**src/srm_pkg.sv**
```systemverilog
// Shared types and codes for the serial response matcher.
`default_nettype none

package srm_pkg;

  localparam int unsigned CFG_W   = 64;
  localparam int unsigned IDX_W   = 3;
  localparam int unsigned LEN_W   = 4;
  localparam int unsigned POS_W   = 4;
  localparam int unsigned TMO_W   = 16;
  localparam int unsigned TICK_W  = 17;

  localparam logic [1:0] OP_START = 2'd0;
  localparam logic [1:0] OP_BYTE  = 2'd1;
  localparam logic [1:0] OP_TICK  = 2'd2;
  localparam logic [1:0] OP_RSVD  = 2'd3;

  localparam logic [2:0] ST_IDLE      = 3'd0;
  localparam logic [2:0] ST_WAITING   = 3'd1;
  localparam logic [2:0] ST_PRIMARY   = 3'd2;
  localparam logic [2:0] ST_SECONDARY = 3'd3;
  localparam logic [2:0] ST_CMD_ERROR = 3'd4;
  localparam logic [2:0] ST_TIMEOUT   = 3'd5;

  localparam logic [IDX_W-1:0] REG_PRIMARY_PATTERN   = 3'd0;
  localparam logic [IDX_W-1:0] REG_PRIMARY_LENGTH    = 3'd1;
  localparam logic [IDX_W-1:0] REG_SECONDARY_PATTERN = 3'd2;
  localparam logic [IDX_W-1:0] REG_SECONDARY_LENGTH  = 3'd3;
  localparam logic [IDX_W-1:0] REG_TIMEOUT_TICKS     = 3'd4;

  typedef struct packed {
    logic [1:0] op;
    logic [7:0] rx_byte;
  } in_item_t;

  typedef struct packed {
    logic [2:0] status;
    logic [7:0] error_byte;
  } out_item_t;

  typedef struct packed {
    logic             hit;
    logic             done;
    logic [POS_W-1:0] pos_next;
  } track_t;

endpackage

`default_nettype wire

```
**src/srm_track.sv**
```systemverilog
// Position tracker for one expected byte pattern.
`default_nettype none

module srm_track #(
  parameter int unsigned PATTERN_BYTES = 8
) (
  input  wire logic [PATTERN_BYTES*8-1:0]   pattern,
  input  wire logic [srm_pkg::LEN_W-1:0]    length,
  input  wire logic [srm_pkg::POS_W-1:0]    pos,
  input  wire logic [7:0]                   rx_byte,
  output srm_pkg::track_t                   track
);

  logic [7:0]                sel_byte;
  logic                      in_range;
  logic [srm_pkg::POS_W-1:0] pos_inc;

  always_comb begin
    sel_byte = 8'd0;
    in_range = 1'b0;
    for (int i = 0; i < int'(PATTERN_BYTES); i++) begin
      if (pos == srm_pkg::POS_W'(i)) begin
        sel_byte = pattern[8*i +: 8];
        in_range = 1'b1;
      end
    end
  end

  assign pos_inc        = pos + srm_pkg::POS_W'(1);
  assign track.hit      = (length != '0) && in_range && (sel_byte == rx_byte);
  assign track.done     = track.hit && (pos_inc >= srm_pkg::POS_W'(length));
  assign track.pos_next = track.hit ? pos_inc : '0;

endmodule

`default_nettype wire

```
**src/serial_response_matcher_core.sv**
```systemverilog
// Top level of the serial response matcher with tick timeout.
//
//  channel | direction | handshake            | payload
//  in      | input     | in_valid / in_stall  | in_data   (op, rx_byte)
//  out     | output    | out_valid / out_stall| out_data  (status, error_byte)
//  cfg     | input     | cfg_we               | cfg_index, cfg_data
//
// One item per cycle while in_stall is low; each result is registered.
// The match positions and tick count update in the cycle of the transfer.
// A two-entry output buffer (output register plus skid) keeps input open for
// one item while the output is stalled; in_stall rises only when both are full.
// Synchronous reset clears the wait state and buffers and sets config defaults.
`default_nettype none

module serial_response_matcher_core #(
  parameter int unsigned PATTERN_BYTES = 8
) (
  input  wire logic                          clk,
  input  wire logic                          rst,
  input  wire logic                          in_valid,
  output      logic                          in_stall,
  input  wire srm_pkg::in_item_t             in_data,
  output      logic                          out_valid,
  input  wire logic                          out_stall,
  output      srm_pkg::out_item_t            out_data,
  input  wire logic                          cfg_we,
  input  wire logic [srm_pkg::IDX_W-1:0]     cfg_index,
  input  wire logic [srm_pkg::CFG_W-1:0]     cfg_data
);

  localparam int unsigned PAT_W = PATTERN_BYTES * 8;

  logic [PAT_W-1:0]           primary_pattern;
  logic [srm_pkg::LEN_W-1:0]  primary_length;
  logic [PAT_W-1:0]           secondary_pattern;
  logic [srm_pkg::LEN_W-1:0]  secondary_length;
  logic [srm_pkg::TMO_W-1:0]  timeout_ticks;

  logic                       waiting;
  logic [srm_pkg::POS_W-1:0]  primary_position;
  logic [srm_pkg::POS_W-1:0]  secondary_position;
  logic [srm_pkg::TICK_W-1:0] elapsed_ticks;

  logic                       waiting_next;
  logic [srm_pkg::POS_W-1:0]  primary_position_next;
  logic [srm_pkg::POS_W-1:0]  secondary_position_next;
  logic [srm_pkg::TICK_W-1:0] elapsed_ticks_next;
  srm_pkg::out_item_t         result;

  logic                       skid_valid;
  srm_pkg::out_item_t         skid_data;

  logic [srm_pkg::LEN_W-1:0]  plen;
  logic [srm_pkg::LEN_W-1:0]  slen;
  srm_pkg::track_t            p_trk;
  srm_pkg::track_t            s_trk;
  logic                       take;

  assign plen = (primary_length > srm_pkg::LEN_W'(PATTERN_BYTES)) ?
                srm_pkg::LEN_W'(PATTERN_BYTES) : primary_length;
  assign slen = (secondary_length > srm_pkg::LEN_W'(PATTERN_BYTES)) ?
                srm_pkg::LEN_W'(PATTERN_BYTES) : secondary_length;

  srm_track #(.PATTERN_BYTES(PATTERN_BYTES)) u_primary (
    .pattern (primary_pattern),
    .length  (plen),
    .pos     (primary_position),
    .rx_byte (in_data.rx_byte),
    .track   (p_trk)
  );

  srm_track #(.PATTERN_BYTES(PATTERN_BYTES)) u_secondary (
    .pattern (secondary_pattern),
    .length  (slen),
    .pos     (secondary_position),
    .rx_byte (in_data.rx_byte),
    .track   (s_trk)
  );

  assign in_stall = skid_valid;
  assign take     = in_valid && !skid_valid;

  always_comb begin
    waiting_next            = waiting;
    primary_position_next   = primary_position;
    secondary_position_next = secondary_position;
    elapsed_ticks_next      = elapsed_ticks;
    result.status           = srm_pkg::ST_WAITING;
    result.error_byte       = 8'd0;
    if (in_data.op == srm_pkg::OP_START) begin
      waiting_next            = 1'b1;
      primary_position_next   = '0;
      secondary_position_next = '0;
      elapsed_ticks_next      = '0;
    end else if (!waiting || in_data.op == srm_pkg::OP_RSVD) begin
      result.status = waiting ? srm_pkg::ST_WAITING : srm_pkg::ST_IDLE;
    end else begin
      if (in_data.op == srm_pkg::OP_BYTE) begin
        primary_position_next = p_trk.pos_next;
        if (p_trk.done) begin
          result.status = srm_pkg::ST_PRIMARY;
        end else if (!p_trk.hit && plen == srm_pkg::LEN_W'(2) &&
                     primary_position == srm_pkg::POS_W'(1)) begin
          result.status     = srm_pkg::ST_CMD_ERROR;
          result.error_byte = in_data.rx_byte;
        end
        if (result.status == srm_pkg::ST_WAITING) begin
          secondary_position_next = s_trk.pos_next;
          if (s_trk.done) begin
            result.status = srm_pkg::ST_SECONDARY;
          end
        end
      end else if (elapsed_ticks != '1) begin
        elapsed_ticks_next = elapsed_ticks + srm_pkg::TICK_W'(1);
      end
      if (result.status == srm_pkg::ST_WAITING &&
          elapsed_ticks_next > srm_pkg::TICK_W'(timeout_ticks)) begin
        result.status = srm_pkg::ST_TIMEOUT;
      end
      waiting_next = (result.status == srm_pkg::ST_WAITING);
    end
  end

  always_ff @(posedge clk) begin
    if (rst) begin
      primary_pattern    <= '0;
      primary_length     <= srm_pkg::LEN_W'(2);
      secondary_pattern  <= '0;
      secondary_length   <= '0;
      timeout_ticks      <= srm_pkg::TMO_W'(60);
    end else if (cfg_we) begin
      unique case (cfg_index)
        srm_pkg::REG_PRIMARY_PATTERN:   primary_pattern   <= cfg_data[PAT_W-1:0];
        srm_pkg::REG_PRIMARY_LENGTH:    primary_length    <= cfg_data[srm_pkg::LEN_W-1:0];
        srm_pkg::REG_SECONDARY_PATTERN: secondary_pattern <= cfg_data[PAT_W-1:0];
        srm_pkg::REG_SECONDARY_LENGTH:  secondary_length  <= cfg_data[srm_pkg::LEN_W-1:0];
        srm_pkg::REG_TIMEOUT_TICKS:     timeout_ticks     <= cfg_data[srm_pkg::TMO_W-1:0];
        default: ;
      endcase
    end
  end

  always_ff @(posedge clk) begin
    if (rst) begin
      waiting            <= 1'b0;
      primary_position   <= '0;
      secondary_position <= '0;
      elapsed_ticks      <= '0;
    end else if (take) begin
      waiting            <= waiting_next;
      primary_position   <= primary_position_next;
      secondary_position <= secondary_position_next;
      elapsed_ticks      <= elapsed_ticks_next;
    end
  end

  // advance the output register from the skid first, else from the new transfer
  always_ff @(posedge clk) begin
    if (rst) begin
      out_valid  <= 1'b0;
      skid_valid <= 1'b0;
    end else if (!out_valid || !out_stall) begin
      if (skid_valid) begin
        out_data   <= skid_data;
        out_valid  <= 1'b1;
        skid_valid <= 1'b0;
      end else if (take) begin
        out_data  <= result;
        out_valid <= 1'b1;
      end else begin
        out_valid <= 1'b0;
      end
    end else if (take) begin
      skid_data  <= result;
      skid_valid <= 1'b1;
    end
  end

`ifndef ASSERT_OFF
  a_skid_behind_out: assert property (@(posedge clk) disable iff (rst)
    skid_valid |-> out_valid)
    else $error("skid entry held while output register empty");

  a_start_arms: assert property (@(posedge clk) disable iff (rst)
    (take && in_data.op == srm_pkg::OP_START) |=> waiting)
    else $error("start transfer did not arm the wait");

  a_error_byte_zero: assert property (@(posedge clk) disable iff (rst)
    (out_valid && out_data.status != srm_pkg::ST_CMD_ERROR) |-> (out_data.error_byte == 8'd0))
    else $error("error byte set without command error");

  a_done_ends_wait: assert property (@(posedge clk) disable iff (rst)
    (take && in_data.op != srm_pkg::OP_START && result.status != srm_pkg::ST_WAITING)
    |=> !waiting)
    else $error("wait still armed after final status");
`endif

endmodule

`default_nettype wire

```
**config.mk**
```make
export PLATFORM = sky130hd
export DESIGN_NAME = serial_response_matcher_core
export DESIGN_NICKNAME = d
export VERILOG_FILES = /design/src/srm_pkg.sv /design/src/srm_track.sv /design/src/serial_response_matcher_core.sv
export SDC_FILE = /design/constraint.sdc
export NUM_CORES = 1
export LEC_CHECK = 0
export BUFFER_PORTS_ARGS = -buffer_cell sky130_fd_sc_hd__buf_2
export CAP_MARGIN = 20
export CORE_MARGIN = 2
export CORE_UTILIZATION = 60
export DETAILED_ROUTE_END_ITERATION = 10
export GPL_TIMING_DRIVEN = 0
export HOLD_SLACK_MARGIN = 0.03
export PLACE_DENSITY_LB_ADDON = 0.1
export SYNTH_ARGS = -nofsm -noshare
export SYNTH_HDL_FRONTEND = slang
export SYNTH_HIERARCHICAL = 1
export SYNTH_SLANG_ARGS = --single-unit
```
**constraint.sdc**
```tcl
create_clock -name clk -period 4 [get_ports clk]
set_input_delay 0 -clock clk [delete_from_list [all_inputs] [get_ports clk]]
set_output_delay 0 -clock clk [all_outputs]
set_load 0.005 [all_outputs]
```
* Word level (Yosys, flattened, before mapping) *
Cells that the tools add are included.

word-level totals
  flip-flop bits (word level) = 202
  latch bits = 0
  bits in writable memories = 0
  memory bits (read-only) = 0
  output and inout bits = 13
  logic and storage cells = 163
  memories = 0

operators by class
  add/subtract/negate cells = 3
  $mul = 0
  divide/modulo/power cells = 0
  $lt $le $gt $ge = 5
  equal/unequal tests = 28
  shift-type cells = 0
  muxes and demuxes = 73
  bitwise gates (word level) = 2
  reductions and logical operators = 37

operators with widths
  kind                                            count
  two-way mux 8 bit                               18
  two-way mux 17 bit                              6
  two-way mux 11 bit                              7
  two-way mux 4 bit                               11
  == test 4 x 3 -> 1 bit (second input constant)  8
  two-way mux 3 bit                               10
  two-way mux 1 bit                               21
  == test 4 x 2 -> 1 bit (second input constant)  5
  adder 17 x 1 -> 17 bit (second input constant)  1
  > comparator 17 x 16 -> 1 bit                   1
  != test 17 bit (second input constant)          1
  == test 8 bit                                   2
  == test 3 x 1 -> 1 bit (second input constant)  4
  AND reduction 2 bit                             6
  logical AND 1 bit                               10
  AND reduction 3 bit                             3
  adder 4 x 1 -> 4 bit (second input constant)    2
  == test 4 x 1 -> 1 bit (second input constant)  2
  greater-or-equal comparator 4 bit               2
  > comparator 4 bit (second input constant)      2
  zero test 4 bit                                 2
  nonzero test 4 bit                              2
  == test 3 x 2 -> 1 bit (second input constant)  2
  nonzero test 2 bit                              3
  other kinds (11)                                17

* Depth between registers and ports, before layout *
Gate-level depths: netlist (run 1).

  word-level depth = 33
  gate-level depth with buffers = 16
  depth with buffers taken out = 14

* Hierarchy *
The synthesis (run 1) kept the hierarchy.

modules (own cells, without submodules)
  module                        times used  cells each  area each (µm²)  sequential area each (µm²)
  serial_response_matcher_core  1           965         8160.3           4264.1
  srm_track at u_primary        1           203         1373.8           0.0
  srm_track at u_secondary      1           164         1108.6           0.0

* Least setup slack after synthesis (run 1) *
No wires, ideal clock.

  kind = register -> register
  start = register primary_position[0] (netlist bit)
  end = register out_data[4] (netlist bit), data pin
  setup time = 0.130 ns
  arrival = 3.082 ns
  data required time = 3.870 ns
  path slack = 0.788 ns
  cell stages (with the launch flop) = 15
  cells stage by stage = dfxtp_1 > inv_1 > ha_1 > buf_2 > or2_2 > o21ba_2 > a211oi_1 > a211oi_1 > nand4_1 > nor2_1 > nor4_1 > nand4_1 > nor3_1 > and2_1 > mux2_2

RTL lines
  item                    line                                 text
  from (decl)             serial_response_matcher_core.sv:40   logic [srm_pkg::POS_W-1:0] primary_position;
  from (signal assigned)  serial_response_matcher_core.sv:151  primary_position <= primary_position_next;
  to (signal assigned)    serial_response_matcher_core.sv:164  out_data <= skid_data;
  to (signal assigned)    serial_response_matcher_core.sv:168  out_data <= result;
  to (decl)               serial_response_matcher_core.sv:25   output srm_pkg::out_item_t out_data,

==> summary.md, run 1 <==
| Metric | Value |
|---|---|
| Status | `finished, final reports clean` |
| Floorplan Core Area | `17,300 sq um` |
| Number of placed I/O pins | `95` |
| Number of nets with antenna violations after detailed routing | `0` |
| Detailed-route wire length per cell | `20.27 microns` |
| Die outline area | `18,810 sq um` |
| CTS H-tree lvls | `1` |
| Arrival time at the worst endpoint | `4.20 ns` |
| Total power consumption of the routed design | `4.686 mW` |
| Hold Fails Final Rpt | `0` |
| Max-Cap Viols | `0` |
| Pins Over Slew Limit | `0` |
| Clock Path Buffers | `3` |
| Maximum number of pins on one net before global-route repair | `15` |
| HPWL reported at the end of detailed placement | `25,150 microns` |
| Net count reported at finish | `1,643` |
| Count of placed standard cells including taps | `1,649` |
| Width of the chip | `137.2 microns` |
| Later-pin clock latency in the skew report | `0.52 ns` |
| Filler Cell Count | `1,306` |
| Hold crit path type | `input pin to register` |
| Largest stage delay, worst path | `0.44 ns` |
| CTS root buffer | `clkbuf_16` |
| Die height | `137.2 microns` |
| Number of cells produced by synthesis | `1,331` |
| Critical path class | `register to register` |
| Gr ovfl total | `0` |
| Portion of the clock cycle consumed by the worst path in the final layout | `95.35%` |
| Final weighted congestion in routability-driven placement | `0.9728` |
| Worst rel slew slack | `43.03%` |
| Number of cells on the worst hold path | `2` |
| Avg Vias per Cell | `6.119` |
| Worst path slowest cell | `dfxtp_1` |
| Number of warnings reported in the yosys synthesis log | `6` |
| Antenna diodes | `0` |
| Pin slew with the least headroom to its limit | `0.8545 ns` |
| Endpoint type of the worst setup path | `register` |
| FF-to-FF Start | `primary_position[1]` |
| Register Area | `4265 sq um` |
| Synthesized Nets | `1,446` |
| Startpoint of the tightest hold check path | `in_data[1]` |
| Total Neg Setup Slack | `0 ns` |
| RSZ-0062 raised after global routing | `no` |
| Clock edge transition at the registers on the reported setup and hold paths | `0.06 ns` |
| Vias | `10,820` |
| Count of buffers inserted at the top-level ports | `91` |
| Kind of launch point of the worst setup path | `register` |
| Initial core utilization | `61.50%` |
| Maximum frequency from static timing analysis | `0.2622 GHz` |
| Capture point of the worst reg-to-reg path | `out_data[2]` |
| Final instance area | `13,050 sq um` |
| Min Clock Period, post-route | `3.814 ns` |
| R2R depth | `16` |
| Fin Clk Skew | `0.01607 ns` |
| First-pass detailed-route iteration total | `6` |
| Mean instance size in the synthesized netlist | `7.992 sq um` |
| Area added between synthesis and finish | `22.71%` |
| Total number of placement rows | `48` |
| TritonCTS clock tree | `yes` |
| DRC violation total after the first TritonRoute iteration | `1,051` |
| Total leakage power | `4.853 nW` |
| Fraction of layout cells with a size suffix above 1 | `13.15%` |
| Reg-to-reg slack, setup | `0.19 ns` |
| Critical Path RT | `4.38 ns` |
| Final setup violation count | `0` |
| Clock buffers created by TritonCTS | `22` |
| DRC | `0` |
| Number of cells in the finished layout apart from fillers | `1,769` |
| Netlist area before placement | `10,640 sq um` |
| Wire length of the first global-routing pass | `54,140 microns` |
| Area taken by multi-input logic gates | `5833 sq um` |
| Global router's overall resource usage | `37.43%` |
| Post-detailed-placement cell area | `11,380 sq um` |
| Worst vdd rail ir drop | `0.0004202 V` |
| Hold-critical path endpoint | `skid_data[1]` |
| Cells along the critical path | `inv_1, ha_1, buf_2, buf_2, nand3b_1, a221oi_2, o22ai_1, mux2i_1, nand4_1, nor2_1, nor4_1, nand4_1, buf_4, nor3_4, and2_1, mux2_2` |
| Initial antenna violation count | `0` |
| Number of global-route vias before repair | `10,170` |
| Highest net fanout along the worst path | `10` |
| Total wire length | `35,860 microns` |
| TritonCTS Sinks | `202` |
| Power per standard cell area | `359.0 nW/um^2` |
## worst max path at each step
| stage | cells after the start | slack (ns) | startpoint | endpoint |
|---|---|---|---|---|
| detailed placement | 14 | -0.37 | primary_position[0] | out_data[2] |
| CTS | 14 | 0.12 | primary_position[0] | out_data[2] |
| floorplan | 14 | 0.79 | primary_position[0] | out_data[4] |
| global placement | 14 | -0.25 | primary_position[0] | out_data[7] |
| global route | 15 | 0.001 | primary_position[0] | out_data[2] |
| finish | 16 | 0.19 | primary_position[1] | out_data[2] |
## placed cells by master, fill, tap and decap left out, drive strengths merged, types with 33 or more instances in the layout
cell type and count:
a21oi 191, inv 60, nand2 324, dlygate4sd3 78, clkbuf 85, dfxtp 180
buf 126, nor2 37, ha 33
## what timing repair did
action | 4_1_cts | 5_1_grt
buffers inserted | 0 | 2
pin swaps | 0 | 1
hold buffers | 78 | 0
endpoints found under the setup margin | 19 | 24
hold endpoints to repair | 174 | 0
gates resized for setup | 5 | 15
## layer usage
| layer | routed length, microns | vias up | track usage [%] |
|---|---|---|---|
| met3 | 3070 | 130 | 6.556 |
| met2 | 16340 | 580 | 60.09 |
| met1 | 14560 | 5060 | 48.67 |
| met5 | 0 | - | 0 |
| li1 | - | 5054 | - |
| met4 | 1892 | 0 | 18.21 |
## power breakdown
part	switching (mW)	total, mW	internal [mW]
clock network	0.880	2.19	1.31
registers	0.0279	2.11	2.09
logic	0.222	0.378	0.155
total	1.13	4.69	3.56
## worst max-delay path, delay by kind of cell (launching register included)
family | cells | cell delay, ns
compound gates | 2 | 0.63
fa+ha+maj | 1 | 0.19
buf+inv | 4 | 0.69
flops | 1 | 0.44
mux | 2 | 0.33
simple gates | 7 | 1.38
## layout make-up
| class | count | area share [%] |
|---|---|---|
| Buffer | 91 | 3.125 |
| Clock buffer | 25 | 4.457 |
| Clock inverter | 15 | 1.543 |
| Inverter | 59 | 1.697 |
| Multi-Input combinational cell | 979 | 44.68 |
| Sequential cell | 202 | 32.68 |
| Tap cell | 225 | 2.157 |
| Timing Repair Buffer | 173 | 9.662 |
## metrics by stage
| step | utilization, % | hold WS, ns | setup WS, ns |
|---|---|---|---|
| 4_1_cts | 75.01 | 0.03010 | 0.1190 |
| 3_3_place_gp | 65.76 | 0.2538 | -0.2477 |
| 2_1_floorplan | - | 0.1179 | 0.7885 |
| 6_report | 75.47 | 0.03528 | 0.1859 |
| 3_5_place_dp | 65.82 | 0.2596 | -0.3668 |
| 5_1_grt | 75.47 | 0.03962 | 0.001420 |
## sequential cells by signal, indices dropped and copies added (netlist names), 4 cells and up
register	flops
timeout_ticks	16
skid_data	11
primary_length	4
out_data	11
primary_position	4
primary_pattern	64
secondary_position	4
secondary_pattern	64
elapsed_ticks	17
secondary_length	4
No activity file was read; power rests on OpenSTA's default activity.
==> inputs of run 2 (changes only) <==
CELL_PAD_IN_SITES_DETAIL_PLACEMENT = 1   (was not set)
CELL_PAD_IN_SITES_GLOBAL_PLACEMENT = 1   (was not set)
CORE_UTILIZATION = 45   (was 60)
==> summary.md, run 2 (synthesis gave the netlist of run 1 again) <==
| Metric | Value |
|---|---|
| Largest registers ranked by flip-flop count | `primary_pattern (64), secondary_pattern (64), elapsed_ticks (17)` |
| Gr ovfl total | `0 (unchanged)` |
| Worst slack after detailed placement | `-0.3481 ns (+0.01864 ns)` |
| Clock edge transition at the registers on the reported setup and hold paths | `0.06 ns (about the same)` |
| Die outline area | `24,890 sq um (+32%)` |
| HPWL reported at the end of detailed placement | `28,630 microns (+14%)` |
| Die height | `157.8 microns (+15%)` |
| Worst vdd rail ir drop | `0.0003371 V (-20%)` |
| Initial core utilization | `45.59% (-16 points)` |
| Fraction of layout cells with a size suffix above 1 | `12.90% (-0.24 points)` |
| Max-Cap Viols | `0 (unchanged)` |
| Hold Fails Final Rpt | `0 (unchanged)` |
| Startpoint of the tightest hold check path | `cfg_index[0]` |
| CTS H-tree lvls | `1 (unchanged)` |
| Critical Path RT | `4.27 ns (-0.11 ns)` |
| Endpoint type of the worst setup path | `register` |
| Total leakage power | `4.844 nW (-0.20%)` |
| Power per standard cell area | `351.4 nW/um^2 (-2.1%)` |
| Status | `finished, final reports clean` |
| TritonCTS clock tree | `yes` |
| Number of global-route vias before repair | `10,920 (+7.4%)` |
| Total power consumption of the routed design | `4.629 mW (-1.2%)` |
| Number of nets with antenna violations after detailed routing | `0 (unchanged)` |
| Pins Over Slew Limit | `0 (unchanged)` |
| Setup WS post-layout | `0.1291 ns (-0.05683 ns)` |
| TritonCTS Sinks | `202 (unchanged)` |
| Critical path class | `register to register` |
| Capture point of the worst reg-to-reg path | `out_data[10]` |
| FF-to-FF Start | `secondary_position[0]` |
| Wire length of the first global-routing pass | `61,540 microns (+14%)` |
| CTS root buffer | `clkbuf_16` |
| Most frequent cells in the layout | `324 x nand2_1, 188 x a21oi_1, 179 x dfxtp_1` |
| Most common cell after layout, fill and taps aside | `nand2_1` |
| Pin slew with the least headroom to its limit | `0.9744 ns (+0.1198 ns)` |
| Kind of launch point of the worst setup path | `register` |
| Clock buffers created by TritonCTS | `25 (+14%)` |
| Later-pin clock latency in the skew report | `0.54 ns (+0.02 ns)` |
| Arrival time at the worst endpoint | `4.14 ns (-0.06 ns)` |
| Vias | `10,650 (-1.6%)` |
| Reg-to-reg slack, setup | `0.13 ns (-0.06 ns)` |
| Worst rel slew slack | `35.04% (-8.0 points)` |
| DRC violation total after the first TritonRoute iteration | `796 (-24%)` |
| Number of placed I/O pins | `95 (unchanged)` |
| Portion of the clock cycle consumed by the worst path in the final layout | `96.77% (+1.4 points)` |
| Min Clock Period, post-route | `3.871 ns (+0.05683 ns)` |
| Final setup violation count | `0 (unchanged)` |
| Floorplan Core Area | `23,330 sq um (+35%)` |
| Width of the chip | `157.8 microns (+15%)` |
| Initial antenna violation count | `2 (+2)` |
| Maximum frequency from static timing analysis | `0.2583 GHz (-1.5%)` |
| Final weighted congestion in routability-driven placement | `0.9225 (-5.2%)` |
| Number of cells on the worst hold path | `4 (+2)` |
| Count of buffers inserted at the top-level ports | `91 (unchanged)` |
| Area added between synthesis and finish | `23.84%` |
| Hold-critical path endpoint | `secondary_length[1]` |
| Highest net fanout along the worst path | `10 (unchanged)` |
| Global router's overall resource usage | `32.19% (-5.2 points)` |
| DRC | `0 (unchanged)` |
| Avg Vias per Cell | `5.692 (-7.0%)` |
| Filler Cell Count | `2,825 (+120%)` |
| Total wire length | `40,350 microns (+13%)` |
| Clock Path Buffers | `3 (unchanged)` |
| Net count reported at finish | `1,646 (+0.18%)` |
| Fin Clk Skew | `0.01487 ns (-0.001207 ns)` |
| First-pass detailed-route iteration total | `5 (-1)` |
| Hold crit path type | `input pin to register` |
| Total number of placement rows | `56 (+17%)` |
| Total Neg Setup Slack | `0 ns (unchanged)` |
| Maximum number of pins on one net before global-route repair | `14 (-1)` |
| R2R depth | `12 (-4)` |
| Detailed-route wire length per cell | `21.56 microns (+6.4%)` |
-- run 2: cell count changes in the layout (fill, tap and decap cells not counted), moves of 2 or more --
cell	change
clkbuf_1	+7
bufinv_16	-4
clkinv_2	+4
clkbuf_16	+3
dlygate4sd3_1	+3
buf_4	-2
clkinvlp_4	-2
diode_2	+2
nor3_2	+2
nor3_4	-2
-- run 2: per-layer routing --
metal | up-vias | wire length (microns) | track usage [%]
met3 | 93 | 2273 | 4.353
met1 | 5145 | 17190 | 41.76
met2 | 355 | 19210 | 54.49
li1 | 5056 | - | -
met4 | 0 | 1671 | 12.03
met5 | - | 0 | 0
-- run 2: how the worst max path moves through the flow --
stage                               start            to  slack (ns)  cells past startpoint
finish              secondary_position[0]  out_data[10]        0.13                     12
global route          primary_position[1]   out_data[8]       -0.02                     16
CTS                 secondary_position[0]  out_data[10]        0.03                     13
detailed placement    primary_position[0]   out_data[3]       -0.35                     14
global placement      primary_position[0]   out_data[1]       -0.30                     14
floorplan             primary_position[0]   out_data[4]        0.79                     14
-- run 2: layout make-up --
| type | instances | area, sq um | share of cell area, % |
|---|---|---|---|
| Multi-Input combinational cell | 979 | 5841 | 44.33 |
| Sequential cell | 202 | 4265 | 32.38 |
| Timing Repair Buffer | 173 | 1271 | 9.650 |
| Clock buffer | 35 | 683.2 | 5.186 |
| Buffer | 91 | 409.1 | 3.106 |
| Tap cell | 319 | 399.1 | 3.030 |
| Inverter | 59 | 221.5 | 1.681 |
| Clock inverter | 11 | 78.83 | 0.5983 |
| Antenna cell | 2 | 5.005 | 0.03799 |
-- run 2: through the flow --
step | instance area [sq um] | instances | util (%) | hold slack [ns]
after floorplan | 10640 | 1331 | - | 0.1179
after global placement | 11490 | 1741 | 49.25 | 0.2553
after detailed placement | 11500 | 1742 | 49.30 | 0.2620
after CTS | 13100 | 1869 | 56.15 | 0.04048
after global routing | 13170 | 1871 | 56.46 | 0.09424
final | 13170 | 1871 | 56.46 | 0.05276
-- run 2: what timing repair did --
item                                   CTS  global route
setup endpoints to repair               22            26
hold buffers                            81             0
endpoints found under the hold margin  182             0
buffers inserted                         0             0
resized for setup                        5            15
-- run 2: critical path: stages, from the launching register on --
cell,delay (ns)
dfxtp_1,0.48
ha_1,0.20
buf_2,0.21
clkbuf_1,0.44
a21oi_1,0.15
a221oi_1,0.60
o21ai_1,0.22
xor2_1,0.17
nand4_1,0.34
nor4_4,0.46
o31ai_1,0.16
nand3b_1,0.10
o21ai_0,0.07
-- run 2: where the power goes --
group,total (mW),internal [mW],switching [mW]
Clock,2.13,1.20,0.927
Sequential,2.12,2.09,0.0295
Combinational,0.382,0.156,0.226
